File: src/design/crv_pkg.sv
package crv_pkg;

	localparam int HEADER_BYTES = 24;
	localparam int MAX_PAYLOAD  = 1024;
	localparam int HDR_CRC_AT   = 20;
	localparam int SECTOR_W     = 17;

	localparam logic [31:0] CRC_POLY   = 32'hedb88320;
	localparam logic [31:0] CRC_INIT   = 32'hffffffff;

	localparam logic [SECTOR_W-1:0] SECTOR_RESET = 17'd4096;

	// register indexes on the apb port
	localparam logic REG_SECTOR = 1'b0;

	// verdict codes, first failing check wins
	localparam logic [3:0] ST_OK          = 4'd0;
	localparam logic [3:0] ST_MAGIC       = 4'd1;
	localparam logic [3:0] ST_VERSION     = 4'd2;
	localparam logic [3:0] ST_HDR_SIZE    = 4'd3;
	localparam logic [3:0] ST_HDR_CRC     = 4'd4;
	localparam logic [3:0] ST_PAYLOAD_LEN = 4'd5;
	localparam logic [3:0] ST_SCHEMA      = 4'd6;
	localparam logic [3:0] ST_SECTOR_FIT  = 4'd7;
	localparam logic [3:0] ST_PAYLOAD_CRC = 4'd8;

	typedef struct packed {
		logic       new_scan;
		logic       copy_index;
		logic       start_of_record;
		logic [7:0] data_byte;
	} crv_beat_t;

	typedef struct packed {
		logic        valid;
		logic        record_valid;
		logic [3:0]  status;
		logic        source_copy;
		logic [15:0] payload_length;
		logic [15:0] schema_id;
		logic [31:0] generation_count;
		logic [31:0] payload_checksum;
		logic        any_held;
		logic        active_copy;
	} crv_result_t;

	// reflected crc-32, one byte
	function automatic logic [31:0] crc_byte(input logic [31:0] crc, input logic [7:0] b);
		logic [31:0] c;
		c = crc ^ {24'd0, b};
		for (int k = 0; k < 8; k++) begin
			c = (c >> 1) ^ (c[0] ? CRC_POLY : 32'd0);
		end
		return c;
	endfunction

	function automatic logic [7:0] magic_byte(input logic [1:0] idx);
		logic [7:0] m;
		case (idx)
			2'd0: m = 8'h53;
			2'd1: m = 8'h50;
			2'd2: m = 8'h43;
			2'd3: m = 8'h46;
			default: m = 8'h00;
		endcase
		return m;
	endfunction

	// serial-number compare: cand strictly newer than cur
	function automatic logic newer(input logic [31:0] cand, input logic [31:0] cur);
		logic [31:0] d;
		d = cand - cur;
		return (d != 32'd0) && !d[31];
	endfunction

endpackage

File: src/design/config_record_validator.sv
// channel | dir | beat contents
// apb     | in  | psel/penable/pwrite/paddr/pwdata, prdata; sector_bytes at 0x0
// s_axis  | in  | one record byte per beat, tuser = start/copy/new_scan flags
// m_axis  | out | one verdict per judged record with header fields and held copy
//
// each byte beat passes an input register (_s1) and the combinational parse logic
// (byte-wide crc-32 and header checks), so one beat per cycle is sustained while not stalled
// a verdict is registered in the output register when the parse stage takes its last byte
// m_tready low holds the verdict; the input register keeps taking a beat until
// it is full, then s_tready drops
// reset (arst_n low, asynchronous) puts the parser idle, clears the held copy
// and sets sector_bytes to 4096
module config_record_validator import crv_pkg::*; (
	input  logic         clk,
	input  logic         arst_n,
	// apb configuration
	input  logic         psel,
	input  logic         penable,
	input  logic         pwrite,
	input  logic [2:0]   paddr,
	input  logic [31:0]  pwdata,
	output logic [31:0]  prdata,
	output logic         pready,
	// byte stream in
	input  logic         s_tvalid,
	output logic         s_tready,
	input  logic [7:0]   s_tdata,    // [7:0] data_byte
	input  logic [2:0]   s_tuser,    // [0] start_of_record, [1] copy_index, [2] new_scan
	// verdict stream out
	output logic         m_tvalid,
	input  logic         m_tready,
	// [0] source_copy, [16:1] payload_length, [32:17] schema_id,
	// [64:33] generation_count, [96:65] payload_checksum, [97] any_held,
	// [98] active_copy, [103:99] zero
	output logic [103:0] m_tdata,
	output logic [4:0]   m_tuser     // [0] record_valid, [4:1] status
);

	logic [SECTOR_W-1:0] sector_bytes;
	logic                valid_s1;
	crv_beat_t           beat_s1;
	logic                advance;
	crv_result_t         result;
	logic                out_valid_q;
	crv_result_t         out_q;

	crv_apb_regs u_regs (
		.clk          (clk),
		.arst_n       (arst_n),
		.psel         (psel),
		.penable      (penable),
		.pwrite       (pwrite),
		.paddr        (paddr),
		.pwdata       (pwdata),
		.prdata       (prdata),
		.pready       (pready),
		.sector_bytes (sector_bytes)
	);

	// parse stage moves only when the output register can take a verdict
	assign advance  = !out_valid_q || m_tready;
	assign s_tready = !valid_s1 || advance;

	always_ff @(posedge clk or negedge arst_n) begin
		if (!arst_n) begin
			valid_s1 <= 1'b0;
		end else if (s_tready) begin
			valid_s1 <= s_tvalid;
		end
	end

	always_ff @(posedge clk) begin
		if (s_tready && s_tvalid) begin
			beat_s1.data_byte       <= s_tdata;
			beat_s1.start_of_record <= s_tuser[0];
			beat_s1.copy_index      <= s_tuser[1];
			beat_s1.new_scan        <= s_tuser[2];
		end
	end

	crv_parser u_parser (
		.clk          (clk),
		.arst_n       (arst_n),
		.step         (valid_s1 && advance),
		.beat         (beat_s1),
		.sector_bytes (sector_bytes),
		.result       (result)
	);

	// output register
	always_ff @(posedge clk or negedge arst_n) begin
		if (!arst_n) begin
			out_valid_q <= 1'b0;
		end else if (advance) begin
			out_valid_q <= result.valid;
		end
	end

	always_ff @(posedge clk) begin
		if (advance && result.valid) begin
			out_q <= result;
		end
	end

	assign m_tvalid = out_valid_q;
	assign m_tuser  = {out_q.status, out_q.record_valid};
	assign m_tdata  = {5'd0, out_q.active_copy, out_q.any_held, out_q.payload_checksum,
		out_q.generation_count, out_q.schema_id, out_q.payload_length, out_q.source_copy};

	// a passing verdict carries status ok and a failing one does not
	a_ok_matches_status: assert property (@(posedge clk) disable iff (!arst_n)
		m_tvalid |-> (m_tuser[0] == (m_tuser[4:1] == ST_OK)))
		else $error("record_valid disagrees with status");

	// a passing record always leaves some copy held
	a_ok_is_held: assert property (@(posedge clk) disable iff (!arst_n)
		(m_tvalid && m_tuser[0]) |-> m_tdata[97])
		else $error("valid record not held");

	// active copy is zero while nothing is held
	a_active_needs_held: assert property (@(posedge clk) disable iff (!arst_n)
		(m_tvalid && m_tdata[98]) |-> m_tdata[97])
		else $error("active_copy set with nothing held");

	// a stalled input register keeps its byte
	a_s1_holds: assert property (@(posedge clk) disable iff (!arst_n)
		(valid_s1 && !advance) |=> (valid_s1 && $stable(beat_s1)))
		else $error("input register overwritten while stalled");

endmodule

File: src/design/crv_apb_regs.sv
module crv_apb_regs import crv_pkg::*; (
	input  logic                clk,
	input  logic                arst_n,
	input  logic                psel,
	input  logic                penable,
	input  logic                pwrite,
	input  logic [2:0]          paddr,
	input  logic [31:0]         pwdata,
	output logic [31:0]         prdata,
	output logic                pready,
	output logic [SECTOR_W-1:0] sector_bytes
);

	logic [SECTOR_W-1:0] sector_q;

	assign pready = 1'b1;

	always_ff @(posedge clk or negedge arst_n) begin
		if (!arst_n) begin
			sector_q <= SECTOR_RESET;
		end else if (psel && penable && pwrite && pready && (paddr[2] == REG_SECTOR)) begin
			sector_q <= pwdata[SECTOR_W-1:0];
		end
	end

	always_comb begin
		prdata = 32'd0;
		if (paddr[2] == REG_SECTOR) begin
			prdata = {{(32-SECTOR_W){1'b0}}, sector_q};
		end
	end

	assign sector_bytes = sector_q;

endmodule

File: src/design/crv_parser.sv
module crv_parser import crv_pkg::*; (
	input  logic                clk,
	input  logic                arst_n,
	input  logic                step,
	input  crv_beat_t           beat,
	input  logic [SECTOR_W-1:0] sector_bytes,
	output crv_result_t         result
);

	localparam logic [1:0] PH_IDLE    = 2'd0;
	localparam logic [1:0] PH_HEADER  = 2'd1;
	localparam logic [1:0] PH_PAYLOAD = 2'd2;

	logic [1:0]  phase_q, ph;
	logic [15:0] pos_q, pos, p;
	logic [31:0] crc_q, crc;
	logic [3:0]  ff_q, ff;
	logic [15:0] len_q, len;
	logic [15:0] schema_q, schema;
	logic [31:0] gen_q, gen;
	logic [31:0] pcrc_q, pcrc;
	logic [31:0] hcrc_q, hcrc;
	logic        copy_q, copy;
	logic        hv_q, hv;
	logic [31:0] hg_q, hg;
	logic        hc_q, hc;
	logic        emit, take;
	logic [7:0]  b;

	assign b = beat.data_byte;

	always_comb begin
		ph     = phase_q;
		pos    = pos_q;
		crc    = crc_q;
		ff     = ff_q;
		len    = len_q;
		schema = schema_q;
		gen    = gen_q;
		pcrc   = pcrc_q;
		hcrc   = hcrc_q;
		copy   = copy_q;
		hv     = hv_q;
		hg     = hg_q;
		hc     = hc_q;
		emit   = 1'b0;
		take   = 1'b0;
		p      = 16'd0;

		if (beat.start_of_record) begin
			if (beat.new_scan) begin
				hv = 1'b0;
				hg = 32'd0;
				hc = 1'b0;
			end
			copy   = beat.copy_index;
			ph     = PH_HEADER;
			pos    = 16'd0;
			crc    = CRC_INIT;
			ff     = ST_OK;
			len    = 16'd0;
			schema = 16'd0;
			gen    = 32'd0;
			pcrc   = 32'd0;
			hcrc   = 32'd0;
		end

		case (ph)
			PH_HEADER: begin
				p = pos;
				if (p < 16'(HDR_CRC_AT)) begin
					crc = crc_byte(crc, b);
				end
				if (p < 16'd4) begin
					if (b != magic_byte(p[1:0]) && ff == ST_OK) ff = ST_MAGIC;
				end else if (p == 16'd4) begin
					if (b != 8'd1 && ff == ST_OK) ff = ST_VERSION;
				end else if (p == 16'd5) begin
					if (b != 8'd0 && ff == ST_OK) ff = ST_VERSION;
				end else if (p == 16'd6) begin
					if (b != 8'(HEADER_BYTES) && ff == ST_OK) ff = ST_HDR_SIZE;
				end else if (p == 16'd7) begin
					if (b != 8'd0 && ff == ST_OK) ff = ST_HDR_SIZE;
				end else if (p < 16'd10) begin
					len = len | (16'(b) << {p[0], 3'b000});
				end else if (p < 16'd12) begin
					schema = schema | (16'(b) << {p[0], 3'b000});
				end else if (p < 16'd16) begin
					gen = gen | (32'(b) << {p[1:0], 3'b000});
				end else if (p < 16'd20) begin
					pcrc = pcrc | (32'(b) << {p[1:0], 3'b000});
				end else if (p < 16'(HEADER_BYTES)) begin
					hcrc = hcrc | (32'(b) << {p[1:0], 3'b000});
				end
				pos = p + 16'd1;
				if (p == 16'(HEADER_BYTES - 1)) begin
					if ((crc ^ CRC_INIT) != hcrc && ff == ST_OK) ff = ST_HDR_CRC;
					if ((len == 16'd0 || len > 16'(MAX_PAYLOAD)) && ff == ST_OK)
						ff = ST_PAYLOAD_LEN;
					if (schema == 16'd0 && ff == ST_OK) ff = ST_SCHEMA;
					if ((SECTOR_W'(HEADER_BYTES) + {1'b0, len}) > sector_bytes && ff == ST_OK)
						ff = ST_SECTOR_FIT;
					if (ff != ST_OK) begin
						emit = 1'b1;
						ph   = PH_IDLE;
					end else begin
						ph  = PH_PAYLOAD;
						pos = 16'd0;
						crc = CRC_INIT;
					end
				end
			end
			PH_PAYLOAD: begin
				crc = crc_byte(crc, b);
				pos = pos + 16'd1;
				if (pos >= len) begin
					if ((crc ^ CRC_INIT) != pcrc && ff == ST_OK) ff = ST_PAYLOAD_CRC;
					emit = 1'b1;
					ph   = PH_IDLE;
				end
			end
			default: ;
		endcase

		// newest-copy selection (a record of the held copy always replaces it), equal generations favor copy 0
		if (emit && ff == ST_OK) begin
			if (!hv || hc == copy) take = 1'b1;
			else if (copy) take = newer(gen, hg);
			else take = !newer(hg, gen);
			if (take) begin
				hv = 1'b1;
				hg = gen;
				hc = copy;
			end
		end
	end

	always_ff @(posedge clk or negedge arst_n) begin
		if (!arst_n) begin
			phase_q  <= PH_IDLE;
			pos_q    <= 16'd0;
			crc_q    <= CRC_INIT;
			ff_q     <= ST_OK;
			len_q    <= 16'd0;
			schema_q <= 16'd0;
			gen_q    <= 32'd0;
			pcrc_q   <= 32'd0;
			hcrc_q   <= 32'd0;
			copy_q   <= 1'b0;
			hv_q     <= 1'b0;
			hg_q     <= 32'd0;
			hc_q     <= 1'b0;
		end else if (step) begin
			phase_q  <= ph;
			pos_q    <= pos;
			crc_q    <= crc;
			ff_q     <= ff;
			len_q    <= len;
			schema_q <= schema;
			gen_q    <= gen;
			pcrc_q   <= pcrc;
			hcrc_q   <= hcrc;
			copy_q   <= copy;
			hv_q     <= hv;
			hg_q     <= hg;
			hc_q     <= hc;
		end
	end

	always_comb begin
		result.valid            = step && emit;
		result.record_valid     = (ff == ST_OK);
		result.status           = ff;
		result.source_copy      = copy;
		result.payload_length   = len;
		result.schema_id        = schema;
		result.generation_count = gen;
		result.payload_checksum = pcrc;
		result.any_held         = hv;
		result.active_copy      = hv && hc;
	end

endmodule
File: config.mk
export PLATFORM = sky130hd
export DESIGN_NAME = config_record_validator
export DESIGN_NICKNAME = d
export VERILOG_FILES = /design/src/design/crv_pkg.sv /design/src/design/config_record_validator.sv /design/src/design/crv_apb_regs.sv /design/src/design/crv_parser.sv
export SDC_FILE = /design/constraint.sdc
export NUM_CORES = 1
export LEC_CHECK = 0
export BUFFER_PORTS_ARGS = -buffer_cell sky130_fd_sc_hd__buf_4
export CELL_PAD_IN_SITES_DETAIL_PLACEMENT = 1
export CELL_PAD_IN_SITES_GLOBAL_PLACEMENT = 2
export CORE_MARGIN = 2
export CORE_UTILIZATION = 30
export DETAILED_ROUTE_END_ITERATION = 12
export PLACE_DENSITY_LB_ADDON = 0.1
export SYNTH_ARGS = -nofsm -noshare
export SYNTH_HDL_FRONTEND = slang
export SYNTH_SLANG_ARGS = --single-unit
File: constraint.sdc
create_clock -name clk -period 29.7 [get_ports clk]
set_input_delay 5.94 -clock clk [delete_from_list [all_inputs] [get_ports clk]]
set_output_delay 5.94 -clock clk [all_outputs]
set_load 0.1 [all_outputs]
==> run summary, run 1 <==
Critical Path Source Type = input port
Syn Inst Count = 2,921
cells along the critical path = buf_4, nor2b_1, buf_4
gpl congestion = 0.943
Tmin final = 12.49 ns
num ports = 197
Routed WL = 115,000 um
die area = 86,100 um2
Seq/Total Area, Yosys = 0.374
Setup TNS = 0 ns
total power = 2.27 mW
Worst slew margin = 0.128
Max Cap Viol = 0
worst slack, placed = 17.19 ns
# setup viols final = 0
die height = 294 um
worst path required time = 23.76 ns
Root Buffer = clkbuf_16
worst-case clock buffer depth = 3
Placed Instances = 4,020
Tcrit/Tclk final = 0.421
vias in the first global route = 23,892
num rows = 106
TritonCTS Buffers = 47
nets = 3,148
CORE AREA = 83,300 um2
drt wl/cell = 27.9 um
Routed Antenna Nets = 0
Total GRT Usage = 0.261
dpl hpwl = 84,800 um
fin worst setup slack = 17.21 ns
final core utilization = 0.346
Post-CTS Resized = 0
register bit total from synthesis = 351
Die X = 294 um
CTS sink count = 351
Min-Delay Path Class = reg -> reg
combinational family with the most area after synthesis = compound AO/OA/AOI/OAI gates
Netlist cell types = 105
via count = 23,350
cts hold-fix bufs = 0
Peak Freq = 80.1 MHz
Cell Area, Synth = 25,100 um2
initial antenna violation count = 1
Top Family by Delay on Critical Path = buffers and inverters
Primary FF master, synth = dfrtp_1
leakage power = 12.5 nW
Crit-path slowest cell = buf_4
worst-skew pair later-pin latency = 0.62 ns
WS Path Type = in -> out
share of cells above drive strength 1 = 0.134
Post-CTS Setup Bufs = 0
slew of the pin with the lowest slew margin = 1.30 ns
Worst Path Max Fanout = 18
crit end category = output pin
Clock transition at path regs = 0.06 ns
Area Growth Syn to Fin = 14.6%
Vias/cell = 5.68
CTS H-tree lvls = 2
CTS tree = yes
initial core utilization = 0.302
ys async rst share = 0.672
Fill cells = 9,677
final cell count without fillers = 4,108
Port Buf Inserts = 158
Final Skew = 0.0278 ns
DRC = 0
first-pass GRT wire length = 167,000 um
status = complete, no violations
Avg Inst Size Synth = 8.61 um2
crit-path most repeated cell = buf_4
grt ovf = 0
Worst EP arrival = 6.55 ns
Starting DRT DRC Count = 1,397
Ys Warns = 0
commonest non-fill, non-tap cell in the layout = nand2_1
pwr/cell area = 78.9 nW/um2
most frequent cells in the layout = nand2_1 (358), nor2_1 (246), o21ai_0 (218)
drt pass-1 iters = 5
Slowest Stage Delay on Critical Path = 0.30 ns
mux share of post-synthesis cell area = 0.0303
Post-synth EDFFs = 115
RSZ-0062 raised after global routing = no
Final Max Slew Viols = 0
largest net degree at the start of global routing = 91
compound-cell area share of the yosys netlist = 0.220
Worst Path Buf+Inv = 2
peak supply drop = 50.6 uV
XOR/XNOR Fraction of Synth Area = 0.0779
post-synthesis simple-gate area fraction = 0.177
final count of hold timing violations = 0
adder-cell area share of the yosys netlist = 0.0530
cells in the mapped netlist (all sizes together), types with 56 or more instances:
cell	n	area share
dfrtp	203	0.20
nor2	250	0.038
edfxtp	115	0.14
nand2	364	0.055
o21ai	224	0.045
buf	91	0.021
a21oi	191	0.038
inv	194	0.029
clkbuf	122	0.018
ha	105	0.052
xor2	56	0.020
xnor2	107	0.040
o22ai	124	0.031
worst reg2reg max path: stages (launching register included):
cell and delay, ns:
edfxtp_1 0.52, inv_2 0.45, nand2_1 0.59, inv_2 0.67, ha_1 0.37, o21ai_0 0.10, and3_1 0.22, nand3_1 0.09
buf_4 0.36, nor2_1 0.11, a21oi_1 0.50, inv_1 0.15, ha_1 0.37, nor2b_1 0.18, o31a_1 0.26, o41ai_1 0.83
o21bai_1 0.33, mux2_2 0.40, a221oi_1 0.24, nand4_1 0.11, or4_1 0.47, nor4_1 0.27, nor4_1 0.11, a211oi_1 0.51
nand3_4 0.69, mux2i_1 0.38
registers in the layout, summed over array words and instances (netlist names), 2 cells and up:
name,count
beat_s1,11
m_tdata,99
m_tuser,5
u_parser.crc_q,32
u_parser.ff_q,4
u_parser.gen_q,32
u_parser.hcrc_q,32
u_parser.hg_q,32
u_parser.len_q,16
u_parser.pcrc_q,32
u_parser.phase_q,2
u_parser.pos_q,16
u_parser.schema_q,16
u_regs.sector_bytes,17
worst paths after layout:
kind                                    startpoint                      end  slack [ns]  cells after the start
max in group asynchronous                   arst_n        u_parser.hg_q[18]       22.27                      3
worst min-delay path            u_parser.gen_q[27]       u_parser.gen_q[27]        0.48                      2
worst max register to register          beat_s1[8]         u_parser.hg_q[5]       20.34                     25
worst max-delay path                      paddr[2]                prdata[0]       17.21                      3
worst min register to register  u_parser.gen_q[27]       u_parser.gen_q[27]        0.48                      2
min in group asynchronous                   arst_n  u_regs.sector_bytes[14]        5.26                      1
where the power goes:
part           internal [mW]  leakage, nW  switching [mW]
Combinational          0.366         7.53           0.699
Sequential             0.550         4.16          0.0657
Clock                  0.349        0.758           0.242
Total                   1.26         12.5            1.01
final cells by class:
cell class / count / area [um2] / share of cell area
clock buffer: 66 / 1300 / 0.0451
antenna: 1 / 2.50 / 0.0000869
timing repair buffer: 213 / 1620 / 0.0562
sequential: 351 / 9400 / 0.326
inverter: 194 / 728 / 0.0253
multi-input combinational: 2182 / 14100 / 0.491
tap: 1080 / 1350 / 0.0469
clock inverter: 21 / 264 / 0.00916
per-layer routing:
layer / up-vias / routed length (um) / track usage
met5: - / 0 / 0
met4: 0 / 3200 / 0.0730
met3: 140 / 4510 / 0.0242
met2: 565 / 54500 / 0.439
met1: 12042 / 52500 / 0.357
li1: 10603 / - / -
cell families (layout without fill, tap and decap cells):
kind of cell / after synthesis / in the layout
buffers and inverters: 407 / 494
AO/OA/AOI/OAI: 860 / 860
adder cells (fa/ha/maj): 106 / 106
flip-flops: 351 / 351
XOR/XNOR: 183 / 183
AND/OR/NAND/NOR: 940 / 940
multiplexers: 72 / 72
other: 2 / 22
per-stage QoR:
stage	instance area (um2)	hold WS, ns
final	28800	0.476
after detailed placement	27200	0.470
after global routing	28800	0.502
after floorplan	25200	0.442
after global placement	27200	0.456
after CTS	28800	0.483
No activity file was read; power rests on OpenSTA's default activity.
==> inputs of run 2 (changes only) <==
==> constraint.sdc (replaced) <==
create_clock -name clk -period 11.55 [get_ports clk]
set_input_delay 2.31 -clock clk [delete_from_list [all_inputs] [get_ports clk]]
set_output_delay 2.31 -clock clk [all_outputs]
set_load 0.1 [all_outputs]
==> run 2 against run 1 <==
Effect of this change: hold slack better by 0.0025 ns; clock power rose to 2.7 times the previous value; highest routed layer unchanged; first-iteration DRC count up 13%; total power rose to 2.6 times the previous value; clock-buffer cell count up 1; register-to-register slack worse by 18 ns; die area unchanged; flip-flop and latch count unchanged; routed wire length up 0.12%; critical path depth up 21; non-clock buffer count up 5; critical path type is now reg -> reg.
==> run summary, run 2 (synthesized netlist as in run 1, its figures left out) <==
leakage power = 12.5 nW
grt ovf = 0
initial antenna violation count = 1
RSZ-0062 raised after global routing = no
Clock power frac = 0.268
CTS H-tree lvls = 2
Post-CTS Resized = 0
TritonCTS Buffers = 47
Final Skew = 0.0219 ns
Setup TNS = 0 ns
DRC = 0
via count = 23,285
nets = 3,153
Total GRT Usage = 0.262
Pint = 3.29 mW
drt wl/cell = 27.9 um
first-pass GRT wire length = 167,000 um
Switch Pwr = 2.58 mW
Routed Antenna Nets = 0
dpl hpwl = 85,200 um
CORE AREA = 83,300 um2
die area = 86,100 um2
Worst Path Max Fanout = 18
Routed WL = 115,000 um
Tcrit/Tclk final = 0.802
share of cells above drive strength 1 = 0.135
worst hold slack = 0.479 ns
Tmin final = 9.26 ns
most frequent cells in the layout = nand2_1 (358), nor2_1 (246), o21ai_0 (218)
final count of hold timing violations = 0
hold-critical path depth = 2
Starting DRT DRC Count = 1,576
num rows = 106
initial core utilization = 0.302
slew of the pin with the lowest slew margin = 1.15 ns
Gate power share = 0.462
Vias/cell = 5.66
switching power share of the total = 0.439
Min-Delay Path Class = reg -> reg
largest net degree at the start of global routing = 96
Clock transition at path regs = 0.06 ns
drt pass-1 iters = 5
Root Buffer = clkbuf_16
Reg2Reg Depth = 24
gpl congestion = 0.926
Critical Path Source Type = register
Fill cells = 9,751
commonest non-fill, non-tap cell in the layout = nand2_1
crit end category = register
Largest register FFs = 99
ANT cells = 0
sequential power share = 0.270
Worst slew margin = 0.227
pwr/cell area = 203 nW/um2
Max Cap Viol = 0
CTS tree = yes
Die X = 294 um
CTS sink count = 351
num ports = 197
worst path required time = 12.00 ns
Final Max Slew Viols = 0
worst-skew pair later-pin latency = 0.61 ns
Area Growth Syn to Fin = 15.0%
total power = 5.87 mW
cts hold-fix bufs = 0
Peak Freq = 108 MHz
die height = 294 um
status = complete, no violations
worst-case clock buffer depth = 3
Post-CTS Setup Bufs = 0
Port Buf Inserts = 158
peak supply drop = 114 uV
# setup viols final = 0
WS Path Type = reg -> reg
Worst EP arrival = 9.71 ns
vias in the first global route = 24,103
-- run 2: changes by cell type in the layout (fill, tap and decap cells not counted), sizes merged --
cell and change:
clkbuf +1, bufinv +1, clkinvlp -1, inv +1, diode -1, buf +5
clkinv -1
-- run 2: cell type report --
class | count | area, um2 | area share
clock buffers | 67 | 1340 | 0.0465
clock inverters | 21 | 272 | 0.00939
inverters | 194 | 728 | 0.0252
multi-input cells | 2182 | 14100 | 0.489
flip-flops and latches | 351 | 9400 | 0.325
well taps | 1080 | 1350 | 0.0467
repair buffers | 218 | 1670 | 0.0577
-- run 2: final timing paths --
kind / from / end / slack [ns]
worst max-delay path: u_parser.pos_q[4] / u_parser.hg_q[1] / 2.29
worst min-delay path: u_parser.gen_q[0] / u_parser.gen_q[0] / 0.48
worst max register to register: u_parser.pos_q[4] / u_parser.hg_q[1] / 2.29
worst min register to register: u_parser.gen_q[0] / u_parser.gen_q[0] / 0.48
max in group asynchronous: arst_n / u_parser.pcrc_q[19] / 7.77
min in group asynchronous: arst_n / u_regs.sector_bytes[13] / 1.65
-- run 2: critical path, cell delays in order (launching register included) --
cell and delay [ns]:
dfrtp_1 0.52, nor4_1 0.85, nand3_1 0.42, nor2_1 0.27
o21ai_0 0.11, and3_1 0.22, nand3_1 0.53, nor2_1 0.12
a21oi_1 0.52, inv_1 0.19, ha_1 0.36, nor2b_1 0.17
o31a_1 0.28, o41ai_1 0.80, o21bai_1 0.31, mux2_2 0.38
a221oi_1 0.36, nand4_1 0.19, or4_1 0.48, nor4_1 0.44
nor4_1 0.13, a211oi_1 0.51, nand3_4 0.44, buf_12 0.33
mux2i_1 0.13
-- run 2: power by group through the flow --
stage | Sequential, mW | Clock (mW) | Combinational (mW)
global route | 1.59 | 1.65 | 2.87
global placement | 1.60 | 0 | 2.64
detailed placement | 1.60 | 0 | 2.68
finish | 1.58 | 1.57 | 2.71
floorplan | 1.48 | 0 | 1.83
CTS | 1.58 | 1.61 | 2.69
-- run 2: per-layer routing --
layer  wire length (um)  track usage  vias up
li1                   -            -    10602
met2              53300        0.428      640
met3               5060       0.0280      160
met5                  0            0        -
met1              52300        0.358    11883
met4               4230       0.0910        0
-- run 2: stage by stage --
stage | utilization | cells | cell area [um2] | setup WS (ns)
finish | 0.347 | 4113 | 28900 | 2.29
global route | 0.347 | 4113 | 28900 | 1.82
CTS | 0.347 | 4113 | 28900 | 2.29
detailed placement | 0.328 | 4025 | 27300 | 2.35
global placement | 0.328 | 4025 | 27300 | 2.39
floorplan | - | 2940 | 25200 | 0.955
==> inputs of run 3 (changes only) <==
==> constraint.sdc (replaced) <==
create_clock -name clk -period 8.2 [get_ports clk]
set_input_delay 1.64 -clock clk [delete_from_list [all_inputs] [get_ports clk]]
set_output_delay 1.64 -clock clk [all_outputs]
set_load 0.1 [all_outputs]
==> run 3 against run 2 <==
Effect of this change: fmax is 20% higher; flip-flop and latch count did not move; cell area rose by 1.9%; total power increased by 40%; combinational power increased by 44%; register-to-register slack worse by 1.8 ns; clock skew rose by 0.0041 ns; sequential power is 42% higher; largest cell class unchanged; highest routed layer unchanged.
==> run summary, run 3 (synthesized netlist as in run 1, its figures left out) <==
status = complete, no violations
drt pass-1 iters = 5
commonest non-fill, non-tap cell in the layout = nand2_1
pwr/cell area = 280 nW/um2
Max Cap Viol = 0
Vias/cell = 5.63
initial antenna violation count = 3
CTS H-tree lvls = 2
Slowest Stage Delay on Critical Path = 0.92 ns
total power = 8.24 mW
area post-placement = 27,900 um2
Worst slew margin = 0.163
Final Max Slew Viols = 0
Area Growth Syn to Fin = 17.2%
slew of the pin with the lowest slew margin = 1.25 ns
Crit-path slowest cell = a211oi_1
Final Skew = 0.0260 ns
gpl congestion = 0.914
Peak Freq = 129 MHz
die height = 294 um
Die X = 294 um
grt ovf = 0
area occupied by multi-input gates = 14,200 um2
largest net degree at the start of global routing = 117
Tcrit/Tclk final = 0.944
CTS sink count = 351
CORE AREA = 83,300 um2
drt wl/cell = 28.4 um
Setup TNS = 0 ns
die area = 86,100 um2
crit end category = register
num ports = 197
first-pass GRT wire length = 172,000 um
nets = 3,230
worst hold slack = 0.479 ns
hold-critical path depth = 2
Final Instance Area = 29,500 um2
initial core utilization = 0.302
TritonCTS Buffers = 47
Root Buffer = clkbuf_16
RSZ-0062 raised after global routing = no
WS Path Type = reg -> reg
final count of hold timing violations = 0
worst-case clock buffer depth = 3
Tmin final = 7.74 ns
Reg area = 9400 um2
Largest register FFs = 99
Worst EP arrival = 8.20 ns
leakage power = 12.9 nW
CTS tree = yes
most frequent cells in the layout = nand2_1 (358), buf_4 (288), nor2_1 (246)
dpl hpwl = 90,100 um
Post-CTS Setup Bufs = 0
worst-skew pair later-pin latency = 0.62 ns
DRC = 0
worst path required time = 8.65 ns
Port Buf Inserts = 158
peak supply drop = 176 uV
share of cells above drive strength 1 = 0.158
Reg2Reg Depth = 26
num rows = 106
via count = 23,597
Clock transition at path regs = 0.06 ns
Critical Path Source Type = register
vias in the first global route = 24,063
ANT cells = 0
Min-Delay Path Class = reg -> reg
Total GRT Usage = 0.271
# setup viols final = 0
Routed Antenna Nets = 0
Starting DRT DRC Count = 1,495
Worst Path Max Fanout = 17
Routed WL = 119,000 um
Fill cells = 9,748
==> run 3: cell count changes in the layout (fill, tap and decap cells not counted) <==
cell / previous run / this run
clkinv_1: 7 / 5
bufinv_16: 6 / 3
inv_6: 1 / 0
buf_12: 2 / 6
clkinv_4: 1 / 0
clkinv_2: 4 / 13
nor2b_1: 26 / 27
clkbuf_1: 13 / 9
nor4_1: 34 / 32
nor2b_2: 2 / 1
clkbuf_8: 5 / 4
clkinvlp_4: 1 / 4
nor4_2: 2 / 4
buf_4: 215 / 288
==> run 3: power breakdown <==
group	leakage, nW	switching [mW]	internal, mW
Clock	0.755	0.888	1.22
Combinational	7.94	2.54	1.35
Sequential	4.16	0.251	1.99
Total	12.9	3.67	4.57
==> run 3: routing by layer <==
layer | global-route usage | part of all wire | vias to the layer above
li1 | - | - | 10776
met1 | 0.370 | 0.45 | 12105
met2 | 0.452 | 0.47 | 591
met3 | 0.0331 | 0.045 | 125
met4 | 0.0753 | 0.029 | 0
met5 | 0 | 0 | -
==> run 3: critical path, delay by kind of cell (launching register included) <==
family	cells	cell delay (ns)
AOI/OAI and AO/OA	7	2.48
adders and majority gates	2	0.57
buffers and inverters	3	0.59
DFF	1	0.56
muxes	1	0.13
and+or+nand+nor	13	3.20
==> run 3: stage by stage <==
stage	cells	utilization	setup slack (ns)
after floorplan	2940	-	0.0984
after global placement	4102	0.335	0.421
after detailed placement	4102	0.335	0.321
after CTS	4190	0.354	0.287
after global routing	4190	0.354	0.0280
final	4190	0.354	0.456
==> run 3: worst paths after layout <==
check / start / slack, ns / to
worst max-delay path: beat_s1[8] / 0.46 / u_parser.hg_q[5]
worst min-delay path: u_parser.len_q[14] / 0.48 / u_parser.len_q[14]
worst max register to register: beat_s1[8] / 0.46 / u_parser.hg_q[5]
worst min register to register: u_parser.len_q[14] / 0.48 / u_parser.len_q[14]
max in group asynchronous: arst_n / 5.88 / u_parser.hcrc_q[20]
min in group asynchronous: arst_n / 0.98 / u_parser.len_q[12]
==> run 3: layout make-up <==
class	instances	share of cell area
tap	1080	0.0459
multi-input combinational	2182	0.480
timing repair buffer	295	0.0780
sequential	351	0.319
clock inverter	26	0.00760
inverter	194	0.0247
clock buffer	62	0.0446
==> run 3: timing repair <==
item / in CTS / in global routing
setup endpoints to repair: 0 / 31
gates resized for setup: 0 / 2
hold buffers: 0 / 0
